## config.mk

```make
export PLATFORM = sky130hd
export DESIGN_NAME = rcb_ctrl
export DESIGN_NICKNAME = d
export VERILOG_FILES = /design/src/rcb_pkg.sv /design/src/rcb_ctrl.sv
export SDC_FILE = /design/constraint.sdc
export NUM_CORES = 1
export LEC_CHECK = 0
export BUFFER_PORTS_ARGS = -buffer_cell sky130_fd_sc_hd__buf_2
export CAP_MARGIN = 5
export CORE_ASPECT_RATIO = 1.4
export CORE_MARGIN = 3
export CORE_UTILIZATION = 52
export DETAILED_ROUTE_END_ITERATION = 16
export PLACE_DENSITY_LB_ADDON = 0.3
export REMOVE_ABC_BUFFERS = 1
export SYNTH_ARGS = -nofsm -noshare
export SYNTH_HDL_FRONTEND = slang
export SYNTH_SLANG_ARGS = --single-unit
```

## constraint.sdc

```tcl
create_clock -name aclk -period 9.7 [get_ports aclk]
set_input_delay 0.97 -clock aclk [delete_from_list [all_inputs] [get_ports aclk]]
set_output_delay 0.97 -clock aclk [all_outputs]
set_load 0.005 [all_outputs]
```

## src/rcb_pkg.sv

```systemverilog
// Shared types, constants and helper functions for the received chunk bitmap.
// Used by rcb_byte_ram, rcb_ctrl and received_chunk_bitmap_core.
`timescale 1ns / 1ps

package rcb_pkg;

    localparam int MAX_BITS    = 65536;
    localparam int STORE_BYTES = (MAX_BITS + 7) / 8;
    localparam int ADDR_W      = $clog2(STORE_BYTES);
    localparam int CNT_W       = 17;
    localparam int BIDX_W      = 16;
    localparam int YIDX_W      = 13;

    typedef enum logic [2:0] {
        KIND_RESIZE  = 3'd0,
        KIND_WRITE   = 3'd1,
        KIND_QUERY   = 3'd2,
        KIND_REWIND  = 3'd3,
        KIND_FIND    = 3'd4,
        KIND_MERGE   = 3'd5,
        KIND_RECOUNT = 3'd6
    } rcb_kind_t;

    localparam logic [1:0] ST_OK        = 2'd0;
    localparam logic [1:0] ST_RANGE     = 2'd1;
    localparam logic [1:0] ST_NOT_FOUND = 2'd2;

    localparam logic [3:0] NIB_MASK = 4'hF;
    localparam logic [2:0] NIBBLE_ONES [16] = '{
        3'd0, 3'd1, 3'd1, 3'd2, 3'd1, 3'd2, 3'd2, 3'd3,
        3'd1, 3'd2, 3'd2, 3'd3, 3'd2, 3'd3, 3'd3, 3'd4
    };

    typedef struct packed {
        logic [2:0]        kind;
        logic [BIDX_W-1:0] bit_index;
        logic              bit_value;
        logic [CNT_W-1:0]  new_size;
        logic [YIDX_W-1:0] byte_index;
        logic [7:0]        source_byte;
        logic [CNT_W-1:0]  source_count;
    } rcb_item_t;

    typedef struct packed {
        logic [1:0]        status;
        logic [CNT_W-1:0]  ones_count;
        logic              bit_state;
        logic [BIDX_W-1:0] found_index;
    } rcb_result_t;

    typedef struct packed {
        logic              we;
        logic [ADDR_W-1:0] waddr;
        logic [7:0]        wdata;
        logic              re;
        logic [ADDR_W-1:0] raddr;
    } rcb_mem_req_t;

    function automatic logic [3:0] byte_ones(input logic [7:0] b);
        byte_ones = {1'b0, NIBBLE_ONES[b[3:0] & NIB_MASK]}
                  + {1'b0, NIBBLE_ONES[b[7:4] & NIB_MASK]};
    endfunction

    // Bits of byte b that lie below limit.
    function automatic logic [7:0] low_mask(input logic [ADDR_W-1:0] b,
                                            input logic [CNT_W-1:0]  limit);
        logic [CNT_W-1:0] base;
        logic [CNT_W-1:0] diff;
        base = CNT_W'({b, 3'b000});
        diff = limit - base;
        if (base >= limit) begin
            low_mask = 8'h00;
        end else if (diff >= CNT_W'(8)) begin
            low_mask = 8'hFF;
        end else begin
            low_mask = 8'((9'd1 << diff[2:0]) - 9'd1);
        end
    endfunction

endpackage

```

## src/rcb_ctrl.sv

```systemverilog
// Operation sequencer: read-modify-write of bitmap bytes, scans and sweeps.
// Depends on rcb_pkg; drives the request port of rcb_byte_ram.
`timescale 1ns / 1ps

module rcb_ctrl (
    input  logic                  aclk,
    input  logic                  aresetn,
    input  logic                  item_valid,
    output logic                  item_ready,
    input  rcb_pkg::rcb_item_t    item,
    output logic                  res_valid,
    input  logic                  res_ready,
    output rcb_pkg::rcb_result_t  res,
    output rcb_pkg::rcb_mem_req_t mem_req,
    input  logic [7:0]            mem_rdata
);

    localparam int CW = rcb_pkg::CNT_W;
    localparam int AW = rcb_pkg::ADDR_W;

    typedef enum logic [1:0] {
        S_CLEAR,
        S_IDLE,
        S_EXEC,
        S_SWEEP
    } state_t;

    state_t             state_reg, state_next;
    rcb_pkg::rcb_item_t item_reg, item_next;
    logic [CW-1:0]      size_reg, size_next;
    logic [CW-1:0]      tally_reg, tally_next;
    logic [CW-1:0]      ptr_reg, ptr_next;
    logic [AW:0]        sw_rd_reg, sw_rd_next;
    logic               sw_vld_reg, sw_vld_next;
    logic [AW-1:0]      sw_waddr_reg, sw_waddr_next;
    logic [CW-1:0]      acc_reg, acc_next;
    logic [CW-1:0]      limit_reg, limit_next;

    // datapath helpers
    logic [7:0]    bit_mask;
    logic          old_bit;
    logic [CW-1:0] merge_lim;
    logic [7:0]    merge_add;
    logic [7:0]    merge_new;
    logic [CW-1:0] find_base;
    logic [7:0]    find_hit;
    logic          hit_any;
    logic [2:0]    hit_k;
    logic [CW-1:0] found_pos;
    logic [7:0]    sw_masked;
    logic          sw_more;

    always_comb begin
        bit_mask  = 8'd1 << item_reg.bit_index[2:0];
        old_bit   = mem_rdata[item_reg.bit_index[2:0]];
        merge_lim = (size_reg < item_reg.source_count) ? size_reg : item_reg.source_count;
        merge_add = item_reg.source_byte & rcb_pkg::low_mask(item_reg.byte_index, merge_lim);
        merge_new = merge_add & ~mem_rdata;
        find_base = {1'b0, ptr_reg[15:3], 3'b000};
        for (int k = 0; k < 8; k++) begin
            find_hit[k] = (3'(k) >= ptr_reg[2:0])
                       && ((find_base + CW'(k)) < size_reg)
                       && (mem_rdata[k] == item_reg.bit_value);
        end
        hit_any = 1'b0;
        hit_k   = 3'd0;
        for (int k = 7; k >= 0; k--) begin
            if (find_hit[k]) begin
                hit_any = 1'b1;
                hit_k   = 3'(k);
            end
        end
        found_pos = find_base + CW'(hit_k);
        sw_masked = mem_rdata & rcb_pkg::low_mask(sw_waddr_reg, limit_reg);
        sw_more   = sw_rd_reg < (AW+1)'(rcb_pkg::STORE_BYTES);
    end

    always_comb begin
        state_next    = state_reg;
        item_next     = item_reg;
        size_next     = size_reg;
        tally_next    = tally_reg;
        ptr_next      = ptr_reg;
        sw_rd_next    = sw_rd_reg;
        sw_vld_next   = sw_vld_reg;
        sw_waddr_next = sw_waddr_reg;
        acc_next      = acc_reg;
        limit_next    = limit_reg;
        mem_req       = '0;
        res_valid     = 1'b0;
        res           = '0;
        res.status    = rcb_pkg::ST_OK;
        res.ones_count = tally_reg;
        item_ready    = (state_reg == S_IDLE);

        unique case (state_reg)
            S_CLEAR: begin
                mem_req.we    = 1'b1;
                mem_req.waddr = sw_rd_reg[AW-1:0];
                mem_req.wdata = 8'h00;
                sw_rd_next    = sw_rd_reg + 1'b1;
                if (sw_rd_reg == (AW+1)'(rcb_pkg::STORE_BYTES - 1)) begin
                    state_next = S_IDLE;
                end
            end

            S_IDLE: begin
                if (item_valid) begin
                    item_next  = item;
                    mem_req.re = 1'b1;
                    case (item.kind)
                        rcb_pkg::KIND_MERGE: mem_req.raddr = item.byte_index;
                        rcb_pkg::KIND_FIND:  mem_req.raddr = ptr_reg[15:3];
                        default:             mem_req.raddr = item.bit_index[15:3];
                    endcase
                    state_next = S_EXEC;
                end
            end

            S_EXEC: begin
                unique case (item_reg.kind) inside
                    rcb_pkg::KIND_RESIZE, rcb_pkg::KIND_RECOUNT: begin
                        if (item_reg.kind == rcb_pkg::KIND_RESIZE
                            && item_reg.new_size > CW'(rcb_pkg::MAX_BITS)) begin
                            res_valid  = 1'b1;
                            res.status = rcb_pkg::ST_RANGE;
                            if (res_ready) begin
                                state_next = S_IDLE;
                            end
                        end else begin
                            sw_rd_next  = '0;
                            sw_vld_next = 1'b0;
                            acc_next    = '0;
                            limit_next  = (item_reg.kind == rcb_pkg::KIND_RESIZE)
                                        ? item_reg.new_size : CW'(rcb_pkg::MAX_BITS);
                            state_next  = S_SWEEP;
                        end
                    end

                    rcb_pkg::KIND_WRITE: begin
                        res_valid = 1'b1;
                        if ({1'b0, item_reg.bit_index} >= CW'(rcb_pkg::MAX_BITS)) begin
                            res.status = rcb_pkg::ST_RANGE;
                        end else begin
                            if (item_reg.bit_value && !old_bit) begin
                                tally_next = tally_reg + 1'b1;
                            end else if (!item_reg.bit_value && old_bit) begin
                                tally_next = tally_reg - 1'b1;
                            end
                            res.ones_count = tally_next;
                            mem_req.waddr  = item_reg.bit_index[15:3];
                            mem_req.wdata  = item_reg.bit_value ? (mem_rdata | bit_mask)
                                                                : (mem_rdata & ~bit_mask);
                            if (res_ready) begin
                                mem_req.we = 1'b1;
                                if ({1'b0, item_reg.bit_index} >= size_reg) begin
                                    size_next = {1'b0, item_reg.bit_index} + 1'b1;
                                end
                            end
                        end
                        if (!res_ready) begin
                            tally_next = tally_reg;
                        end else begin
                            state_next = S_IDLE;
                        end
                    end

                    rcb_pkg::KIND_QUERY: begin
                        res_valid = 1'b1;
                        if ({1'b0, item_reg.bit_index} >= CW'(rcb_pkg::MAX_BITS)) begin
                            res.status = rcb_pkg::ST_RANGE;
                        end else if ({1'b0, item_reg.bit_index} < size_reg) begin
                            res.bit_state = old_bit;
                        end
                        if (res_ready) begin
                            state_next = S_IDLE;
                        end
                    end

                    rcb_pkg::KIND_REWIND: begin
                        res_valid = 1'b1;
                        if (res_ready) begin
                            ptr_next   = '0;
                            state_next = S_IDLE;
                        end
                    end

                    rcb_pkg::KIND_FIND: begin
                        if (ptr_reg >= size_reg) begin
                            res_valid  = 1'b1;
                            res.status = rcb_pkg::ST_NOT_FOUND;
                            if (res_ready) begin
                                state_next = S_IDLE;
                            end
                        end else if (hit_any) begin
                            res_valid       = 1'b1;
                            res.found_index = found_pos[15:0];
                            if (res_ready) begin
                                ptr_next   = found_pos + 1'b1;
                                state_next = S_IDLE;
                            end
                        end else if ((find_base + CW'(8)) >= size_reg) begin
                            res_valid  = 1'b1;
                            res.status = rcb_pkg::ST_NOT_FOUND;
                            if (res_ready) begin
                                ptr_next   = size_reg;
                                state_next = S_IDLE;
                            end
                        end else begin
                            // advance to the next byte and fetch it
                            ptr_next      = find_base + CW'(8);
                            mem_req.re    = 1'b1;
                            mem_req.raddr = ptr_reg[15:3] + 1'b1;
                        end
                    end

                    rcb_pkg::KIND_MERGE: begin
                        res_valid = 1'b1;
                        if ({1'b0, item_reg.byte_index} >= (AW+1)'(rcb_pkg::STORE_BYTES)) begin
                            res.status = rcb_pkg::ST_RANGE;
                        end else begin
                            res.ones_count = tally_reg + CW'(rcb_pkg::byte_ones(merge_new));
                            mem_req.waddr  = item_reg.byte_index[AW-1:0];
                            mem_req.wdata  = mem_rdata | merge_add;
                            if (res_ready) begin
                                mem_req.we = 1'b1;
                                tally_next = res.ones_count;
                            end
                        end
                        if (res_ready) begin
                            state_next = S_IDLE;
                        end
                    end

                    default: begin
                        res_valid = 1'b1;
                        if (res_ready) begin
                            state_next = S_IDLE;
                        end
                    end
                endcase
            end

            S_SWEEP: begin
                if (sw_more) begin
                    mem_req.re    = 1'b1;
                    mem_req.raddr = sw_rd_reg[AW-1:0];
                    sw_rd_next    = sw_rd_reg + 1'b1;
                    sw_waddr_next = sw_rd_reg[AW-1:0];
                end
                sw_vld_next = sw_more;
                if (sw_vld_reg) begin
                    mem_req.we    = 1'b1;
                    mem_req.waddr = sw_waddr_reg;
                    mem_req.wdata = sw_masked;
                    acc_next      = acc_reg + CW'(rcb_pkg::byte_ones(sw_masked));
                end
                if (!sw_more && !sw_vld_reg) begin
                    res_valid      = 1'b1;
                    res.ones_count = acc_reg;
                    if (res_ready) begin
                        tally_next = acc_reg;
                        if (item_reg.kind == rcb_pkg::KIND_RESIZE) begin
                            size_next = limit_reg;
                        end
                        state_next = S_IDLE;
                    end
                end
            end

            default: begin
                state_next = S_IDLE;
            end
        endcase
    end

    always_ff @(posedge aclk) begin
        if (!aresetn) begin
            state_reg  <= S_CLEAR;
            size_reg   <= '0;
            tally_reg  <= '0;
            ptr_reg    <= '0;
            sw_rd_reg  <= '0;
            sw_vld_reg <= 1'b0;
        end else begin
            state_reg  <= state_next;
            size_reg   <= size_next;
            tally_reg  <= tally_next;
            ptr_reg    <= ptr_next;
            sw_rd_reg  <= sw_rd_next;
            sw_vld_reg <= sw_vld_next;
        end
        item_reg     <= item_next;
        sw_waddr_reg <= sw_waddr_next;
        acc_reg      <= acc_next;
        limit_reg    <= limit_next;
    end

endmodule

```

## After elaboration in Yosys (flattened, before gate mapping)

Memory sizes are Yosys's and may differ from the RTL's.
Index checks and enable logic that the tools add are counted.

| operators by class | value |
|---|---|
| eq/ne operators | 40 |
| bitwise operators | 13 |
| add/sub/neg operators | 23 |
| muxes and demuxes | 109 |
| order comparisons | 32 |
| reductions and logical operators | 40 |
| shift operators | 3 |
| multiply operators | 0 |
| divide/modulo/power cells | 0 |

Operators by type and width:

| kind | number |
|---|---|
| $mux W17 | 24 |
| $pmux W17 S2 | 7 |
| $lt A17 B17 Y1 | 8 |
| $mux W14 | 9 |
| $pmux W14 S3 | 2 |
| $add A16 B3 Y17 const B | 4 |
| $pmux W22 S3 | 1 |
| $ge A16 B17 Y1 | 3 |
| $mux W16 | 3 |
| $mux W3 | 16 |
| $pmux W22 S2 | 1 |
| $mux W8 | 5 |
| $add A16 B1 Y17 const B | 2 |
| $add A16 B2 Y17 const B | 2 |
| $add A17 B1 Y17 const B | 2 |
| $add A17 B4 Y17 | 2 |
| $ge A17 B17 Y1 | 2 |
| $ge A17 B4 Y1 const B | 2 |
| $lt A16 B17 Y1 | 2 |
| $sub A17 B16 Y17 | 2 |
| $and A8 B8 Y8 | 4 |
| $ne A2 B2 Y1 const B | 13 |
| $pmux W13 S2 | 1 |
| $mux W2 | 12 |
| 47 further kinds | 131 |

| storage, ports and cells | value |
|---|---|
| latch bits | 0 |
| memories kept | 4 |
| logic and storage cells | 280 |
| output and inout port bits | 74 |
| ROM bits | 192 |
| bits in registers | 190 |
| input bits | 87 |
| memory bits (writable) | 0 |

Memory list:

| memory | depth | width | read ports | clocked after Yosys merged registers in | write ports | RTL line | RTL |
|---|---|---|---|---|---|---|---|
| (no name shown) | 16 | 3 | 1 | 0 | 0 | rcb_pkg.sv:61 | `+ {1'b0, NIBBLE_ONES[b[7:4] & NIB_MASK]};` |
| (no name shown) | 16 | 3 | 1 | 0 | 0 | rcb_pkg.sv:60 | `byte_ones = {1'b0, NIBBLE_ONES[b[3:0] & NIB_MASK]}` |
| (no name shown) | 16 | 3 | 1 | 0 | 0 | rcb_pkg.sv:61 |  |
| (no name shown) | 16 | 3 | 1 | 0 | 0 | rcb_pkg.sv:60 |  |

## Longest topological paths before layout

Gate-level depths: netlist (run 1).

| logic depth | value |
|---|---|
| word-level depth | 18 |
| depth in mapped cells | 38 |

## Worst setup path after synthesis (run 1)

No wires, ideal clock.

| path | value |
|---|---|
| path type | flip-flop to output port |
| from | register item_reg[2] (netlist bit) |
| to | output res[32] (netlist bit) |
| cell stages (with the launch flop) | 36 |
| data arrival time | 7.328 ns |
| data required time | 8.730 ns |
| path slack | 1.402 ns |
| path through | edfxtp_1 -> inv_1 -> ha_1 -> a21o_1 -> a31oi_1 -> o311a_1 -> a21oi_4 -> clkbuf_1 -> a21oi_1 -> ha_1 -> fa_1 -> nand2b_1 -> a21oi_1 -> mux2_2 -> a311oi_1 -> o211ai_1 -> a2111oi_0 -> o211ai_1 -> buf_2 -> o211ai_1 -> or2_2 -> inv_1 -> ha_1 -> a222oi_1 -> fa_1 -> ha_1 -> fa_1 -> a21oi_1 -> nand4b_1 -> nor3_1 -> and3_1 -> nand2_1 -> o21ai_0 -> nand3_1 -> o21ai_0 -> a21oi_1 |

RTL lines:

| element | RTL line | RTL |
|---|---|---|
| from (decl) | rcb_ctrl.sv:29 | `rcb_pkg::rcb_item_t item_reg, item_next;` |
| from (signal assigned) | rcb_ctrl.sv:293 | `item_reg <= item_next;` |
| to (decl) | rcb_ctrl.sv:13 | `output rcb_pkg::rcb_result_t res,` |

==> results of run 1 <==
==> metal layers <==
| metal | vias to the layer above | track usage, % | share of wire [%] |
|---|---|---|---|
| li1 | 7464 | - | - |
| met1 | 7869 | 42.1 | 35 |
| met2 | 1127 | 61.1 | 47 |
| met3 | 333 | 6.02 | 8.8 |
| met4 | 0 | 26.9 | 9.2 |
| met5 | - | 0 | 0 |
==> synthesized netlist by cell type, drive strengths merged (6+ instances only) <==
| master | n | area [um^2] |
|---|---|---|
| and2 | 36 | 225 |
| and4 | 8 | 70.1 |
| o21a | 10 | 75.1 |
| o21ai | 143 | 716 |
| nor3b | 15 | 118 |
| a22oi | 11 | 82.6 |
| nand3 | 55 | 275 |
| a31oi | 30 | 188 |
| a211oi | 31 | 233 |
| fa | 10 | 200 |
| nand2 | 178 | 671 |
| a21o | 32 | 240 |
| nor4 | 23 | 144 |
| nand4 | 47 | 300 |
| dfxtp | 68 | 1360 |
| a221o | 17 | 170 |
| o2111ai | 17 | 149 |
| mux2i | 37 | 383 |
| a22o | 6 | 52.6 |
| xnor2 | 32 | 280 |
| nor2b | 23 | 151 |
| and3 | 33 | 206 |
| edfxtp | 122 | 3660 |
| or2 | 9 | 56.3 |
| clkbuf | 94 | 353 |
| nor3 | 46 | 235 |
| nand2b | 19 | 119 |
| o22ai | 14 | 87.6 |
| xor2 | 41 | 359 |
| inv | 128 | 480 |
| a211o | 6 | 52.6 |
| o31ai | 23 | 178 |
| o211a | 9 | 90.1 |
| buf | 21 | 103 |
| a21oi | 116 | 592 |
| nor2 | 156 | 593 |
| o211ai | 32 | 245 |
| mux2 | 8 | 90.1 |
| ha | 118 | 1480 |
| a221oi | 9 | 85.1 |
| or3 | 17 | 111 |
| a2111oi | 6 | 58.8 |
==> critical path: cells and delay by family, from the launching register on <==
kind                     cells  cell delay [ns]
AO/OA/AOI/OAI               18             3.46
adder cells (fa/ha/maj)      6             1.75
buffers and inverters        4             0.49
flip-flops                   1             0.37
multiplexers                 1             0.35
AND/OR/NAND/NOR              8             1.31
==> final timing paths <==
path | start | end | slack, ns
max reg2reg | item_reg[9] | tally_reg[14] | 1.90
min | ptr_reg[16] | ptr_reg[16] | 0.53
min reg2reg | ptr_reg[16] | ptr_reg[16] | 0.53
max | item_reg[9] | res[29] | 0.50
==> cell families (layout without fill, tap and decap cells) <==
logic type               after synthesis  count (layout)  share of synthesized area [%]
XOR/XNOR                              73              73                           3.95
flip-flops                           190             190                           31.0
multiplexers                          47              47                           3.20
AND/OR/NAND/NOR                      690             690                           21.6
AO/OA/AOI/OAI                        576             576                           23.9
adder cells (fa/ha/maj)              129             129                           10.4
buffers and inverters                246             359                           5.85
==> metrics by stage <==
stage               worst slack, ns   TNS, ns  std cells  area (um^2)  hold slack, ns
floorplan                      1.46         0       1836        15700           0.461
global placement              0.558         0       2412        17300           0.484
detailed placement            0.456         0       2412        17300           0.494
CTS                           0.144         0       2444        17900           0.512
global route               -0.00721  -0.00721       2449        18000           0.559
finish                        0.502         0       2449        18000           0.532
==> report_power, final <==
| part | leakage [nW] | switching, mW | internal, mW |
|---|---|---|---|
| Clock | 0.296 | 0.383 | 0.373 |
| Sequential | 1.66 | 0.0674 | 0.926 |
| Combinational | 5.51 | 0.460 | 0.234 |
| Total | 7.46 | 0.910 | 1.53 |
==> repair_timing <==
action / CTS / global route
endpoints found under the setup margin: 2 / 11
hold buffers: 0 / 0
buffers inserted: 0 / 5
pin swaps: 0 / 3
gates resized for setup: 1 / 14
==> layout make-up <==
cell class | count | area (um^2)
Sequential cell | 190 | 5020
Inverter | 131 | 493
Fill cell | 2770 | 12300
Clock buffer | 18 | 429
Timing Repair Buffer | 196 | 1070
Multi-Input combinational cell | 1515 | 10300
Clock inverter | 14 | 188
Tap cell | 385 | 482
==> flow_metrics.env, run 1 <==
export IMPL_synth_edf_count=122
export IMPL_ys_flop_type="edfxtp_1"
export IMPL_drv_cap=0
export IMPL_yosysWarnings=0
export IMPL_peakVddDrop_v=0.000110
export IMPL_avgSynthCellArea_um2=8.30
export IMPL_drc=0
export IMPL_crit_fanout=14
export IMPL_startpoint_type="register"
export IMPL_cts_inserted_buffers=17
export IMPL_wl_per_cell_um=25.7
export IMPL_critPathRequiredTime_ns=8.73
export IMPL_power_density_nw_per_um2=136
export IMPL_slew_headroom_pct=19.3
export IMPL_critPathArrivalTime_ns=8.23
export IMPL_die_h_um=215
export IMPL_top_level_ports=161
export IMPL_ys_seq_area_share_pct=31.0
export IMPL_layout_drive_gt1_share_pct=13.7
export IMPL_clk_root_buffer_cell="clkbuf_16"
export IMPL_die_area_um2=33300
export IMPL_first_pass_iters=6
export IMPL_drtIter0Drc=1915
export IMPL_largest_reg_flops=75
export IMPL_wl_mm=63.0
export IMPL_num_vias=16800
export IMPL_clk_latency_ns=0.49
export IMPL_row_count=75
export IMPL_grt_overflow_total=0
export IMPL_grt_pass1_wl_mm=94.3
export IMPL_fin_nets=2266
export IMPL_place_hpwl_mm=47.7
export IMPL_antenna_found_initial=0
export IMPL_clk_pin_slew_worst_paths_ns=0.08
export IMPL_ys_ff_latch=190
export IMPL_ys_types=99
export IMPL_start_util_pct=53.4
export IMPL_first_global_vias=16000
export IMPL_status="finished clean"
export IMPL_period_share_pct=94.8
export IMPL_final_cell_mix="177 x nand2_1, 160 x buf_2, 154 x nor2_1"
export IMPL_skew_ns=0.0277
export IMPL_hold_path_depth=2
export IMPL_cts_tree="done"
export IMPL_cts_sinks=190
export IMPL_critPathCaptureType="primary output"
export IMPL_area_growth_pct=11.1
export IMPL_hold_viol=0
export IMPL_fmax_mhz=109
export IMPL_ant_nets=0
export IMPL_place_congestion=1.02
export IMPL_finalCriticalPeriod_ns=9.20
export IMPL_die_x_um=155
export IMPL_cp_slowest_stage_delay_ns=0.43
export IMPL_total_leakage_power_nw=7.46
export IMPL_crit_type="register to primary output"
export IMPL_antennaDiodeCount=0
export IMPL_slew_violations=0
export IMPL_grt_start_max_net_pins=77
export IMPL_syn_inst=1951
export IMPL_finalSetupViolCount=0
export IMPL_finalPower_mw=2.44
export IMPL_grt_usage_pct=36.7
export IMPL_final_core_util_pct=59.4
export IMPL_async_flop_share_pct=0
export IMPL_worstRegToRegCells=34
export IMPL_port_buffers=160
export IMPL_min_path_type="register to register"
export IMPL_cts_buffer_depth=2
export IMPL_crit_slowest_cell="fa_1"
export IMPL_tightest_slew_ns=1.20
export IMPL_routed_via_density=6.86
export IMPL_syn_cell_area_um2=16200
export IMPL_coreArea_um2=30300
export IMPL_layout_cells_most_common="nand2_1"
export IMPL_htreeDepth=4
Note: power is estimated with default switching activity, not from simulation.
==> run 2, diff against run 1 <==
--- a/config.mk
+++ b/config.mk
@@ -11,8 +11,10 @@
 export CORE_MARGIN = 3
 export CORE_UTILIZATION = 52
 export DETAILED_ROUTE_END_ITERATION = 16
+export GPL_TIMING_DRIVEN = 0
 export PLACE_DENSITY_LB_ADDON = 0.3
 export REMOVE_ABC_BUFFERS = 1
+export SKIP_LAST_GASP = 1
 export SYNTH_ARGS = -nofsm -noshare
 export SYNTH_HDL_FRONTEND = slang
 export SYNTH_SLANG_ARGS = --single-unit
==> constraint.sdc (replaced) <==
create_clock -name aclk -period 9.2 [get_ports aclk]
set_input_delay 0.92 -clock aclk [delete_from_list [all_inputs] [get_ports aclk]]
set_output_delay 0.92 -clock aclk [all_outputs]
set_load 0.005 [all_outputs]
==> flow_metrics.env, run 2 (synthesis gave the netlist of run 1 again) <==
export IMPL_clk_latency_ns=0.48
export IMPL_area_growth_pct=14.5
export IMPL_cts_inserted_buffers=17
export IMPL_fin_ws_ns=-0.00122
export IMPL_critPathArrivalTime_ns=8.28
export IMPL_hold_viol=0
export IMPL_first_global_vias=15600
export IMPL_fmax_mhz=109
export IMPL_routed_via_density=6.75
export IMPL_slew_headroom_pct=4.77
export IMPL_grt_overflow_total=0
export IMPL_cp_slowest_stage_delay_ns=0.53
export IMPL_route_met3_wl_mm=4.91
export IMPL_violations="negative setup slack"
export IMPL_top_level_ports=161
export IMPL_grt_usage_pct=34.1
export IMPL_drt_met1_wl_mm=21.2
export IMPL_crit_fanout=6
export IMPL_largest_reg_flops=75
export IMPL_ant_nets=0
export IMPL_place_congestion=1.03
export IMPL_htreeDepth=4
export IMPL_min_path_type="register to register"
export IMPL_fin_nets=2281
export IMPL_row_count=75
export IMPL_drtIter0Drc=1840
export IMPL_rsz0062_at_grt="true"
export IMPL_crit_slowest_cell="fa_2"
export IMPL_cts_sinks=190
export IMPL_finalCriticalPeriod_ns=9.20
export IMPL_power_density_nw_per_um2=139
export IMPL_drc=0
export IMPL_grt_pass1_wl_mm=88.7
export IMPL_crit_type="register to primary output"
export IMPL_critPathCaptureType="primary output"
export IMPL_cts_hold_buffers=0
export IMPL_coreArea_um2=30300
export IMPL_placedCellCount=2392
export IMPL_wl_per_cell_um=24.2
export IMPL_port_buffers=160
export IMPL_skew_ns=0.0154
export IMPL_cts_buffer_depth=2
export IMPL_die_h_um=215
export IMPL_layout_cells_non_filler=2464
export IMPL_place_hpwl_mm=44.6
export IMPL_layout_cells_most_common="nand2_1"
export IMPL_num_vias=16600
export IMPL_total_leakage_power_nw=7.57
export IMPL_peakVddDrop_v=0.000126
export IMPL_startpoint_type="register"
export IMPL_first_pass_iters=6
export IMPL_tightest_slew_ns=1.43
export IMPL_status="complete, but fails checks"
export IMPL_period_share_pct=100
export IMPL_final_cell_mix="175 x nand2_1, 162 x buf_2, 151 x nor2_1"
export IMPL_whs_ns=0.521
export IMPL_start_util_pct=53.4
export IMPL_clk_root_buffer_cell="clkbuf_16"
export IMPL_drv_cap=0
export IMPL_finalSetupViolCount=1
export IMPL_clk_pin_slew_worst_paths_ns=0.08
export IMPL_nFillCells=2696
export IMPL_die_area_um2=33300
export IMPL_critPathRequiredTime_ns=8.28
export IMPL_layout_drive_gt1_share_pct=16.9
export IMPL_antenna_found_initial=1
export IMPL_grt_start_max_net_pins=76
export IMPL_antennaDiodeCount=0
export IMPL_wl_mm=59.6
export IMPL_wl_met2_mm=28.8
export IMPL_die_x_um=155
export IMPL_slew_violations=0
export IMPL_cts_tree="done"
export IMPL_top_layer="met5"
-- run 2: area by class of cell --
class	instances	area, um^2	area share (%)
repair buffers	210	1280	6.93
multi-input cells	1516	10600	57.2
flip-flops and latches	190	5040	27.2
clock buffers	17	425	2.29
clock inverters	15	211	1.14
inverters	131	494	2.66
well taps	385	482	2.60
-- run 2: metal layers --
metal,GRT usage (%),vias to the layer above
met4,23.4,2
met2,58.0,995
met5,0,-
met3,4.99,267
met1,39.0,7846
li1,-,7511
-- run 2: where the power goes --
part / switching [mW] / internal (mW) / total, mW
combinational: 0.438 / 0.253 / 0.692
sequential: 0.103 / 0.975 / 1.08
clock: 0.424 / 0.381 / 0.805
total: 0.965 / 1.61 / 2.57
-- run 2: worst max-delay path, delay by kind of cell (launching register included) --
kind | cells | cell delay, ns
buf+inv | 5 | 0.70
compound gates | 15 | 3.42
fa+ha+maj | 7 | 2.18
simple gates | 6 | 0.79
mux | 1 | 0.35
flops | 1 | 0.36
-- run 2: final timing paths --
path	start	to	slack, ns	cells after the start
max	item_reg[6]	res[24]	-0.001	34
min	ptr_reg[16]	ptr_reg[16]	0.52	2
max reg2reg	item_reg[6]	tally_reg[15]	1.27	36
min reg2reg	ptr_reg[16]	ptr_reg[16]	0.52	2
-- run 2: repair_timing --
item	in CTS	in global routing
setup buffers	25	13
pin swaps	10	40
cloned	0	2
gates resized for setup	31	59
setup endpoints to repair	29	15
-- run 2: metrics by stage --
stage	total power, mW	setup WS [ns]	cell area [um^2]	util, %	setup TNS, ns
floorplan	1.48	1.01	15700	-	0
global placement	1.71	-1.55	17000	56.2	-19.58
detailed placement	1.74	-1.52	17200	56.8	-20.39
CTS	2.54	0.0129	18200	59.9	0
global route	2.67	-0.280	18500	61.2	-2.07
finish	2.57	-0.00122	18500	61.2	-0.00122
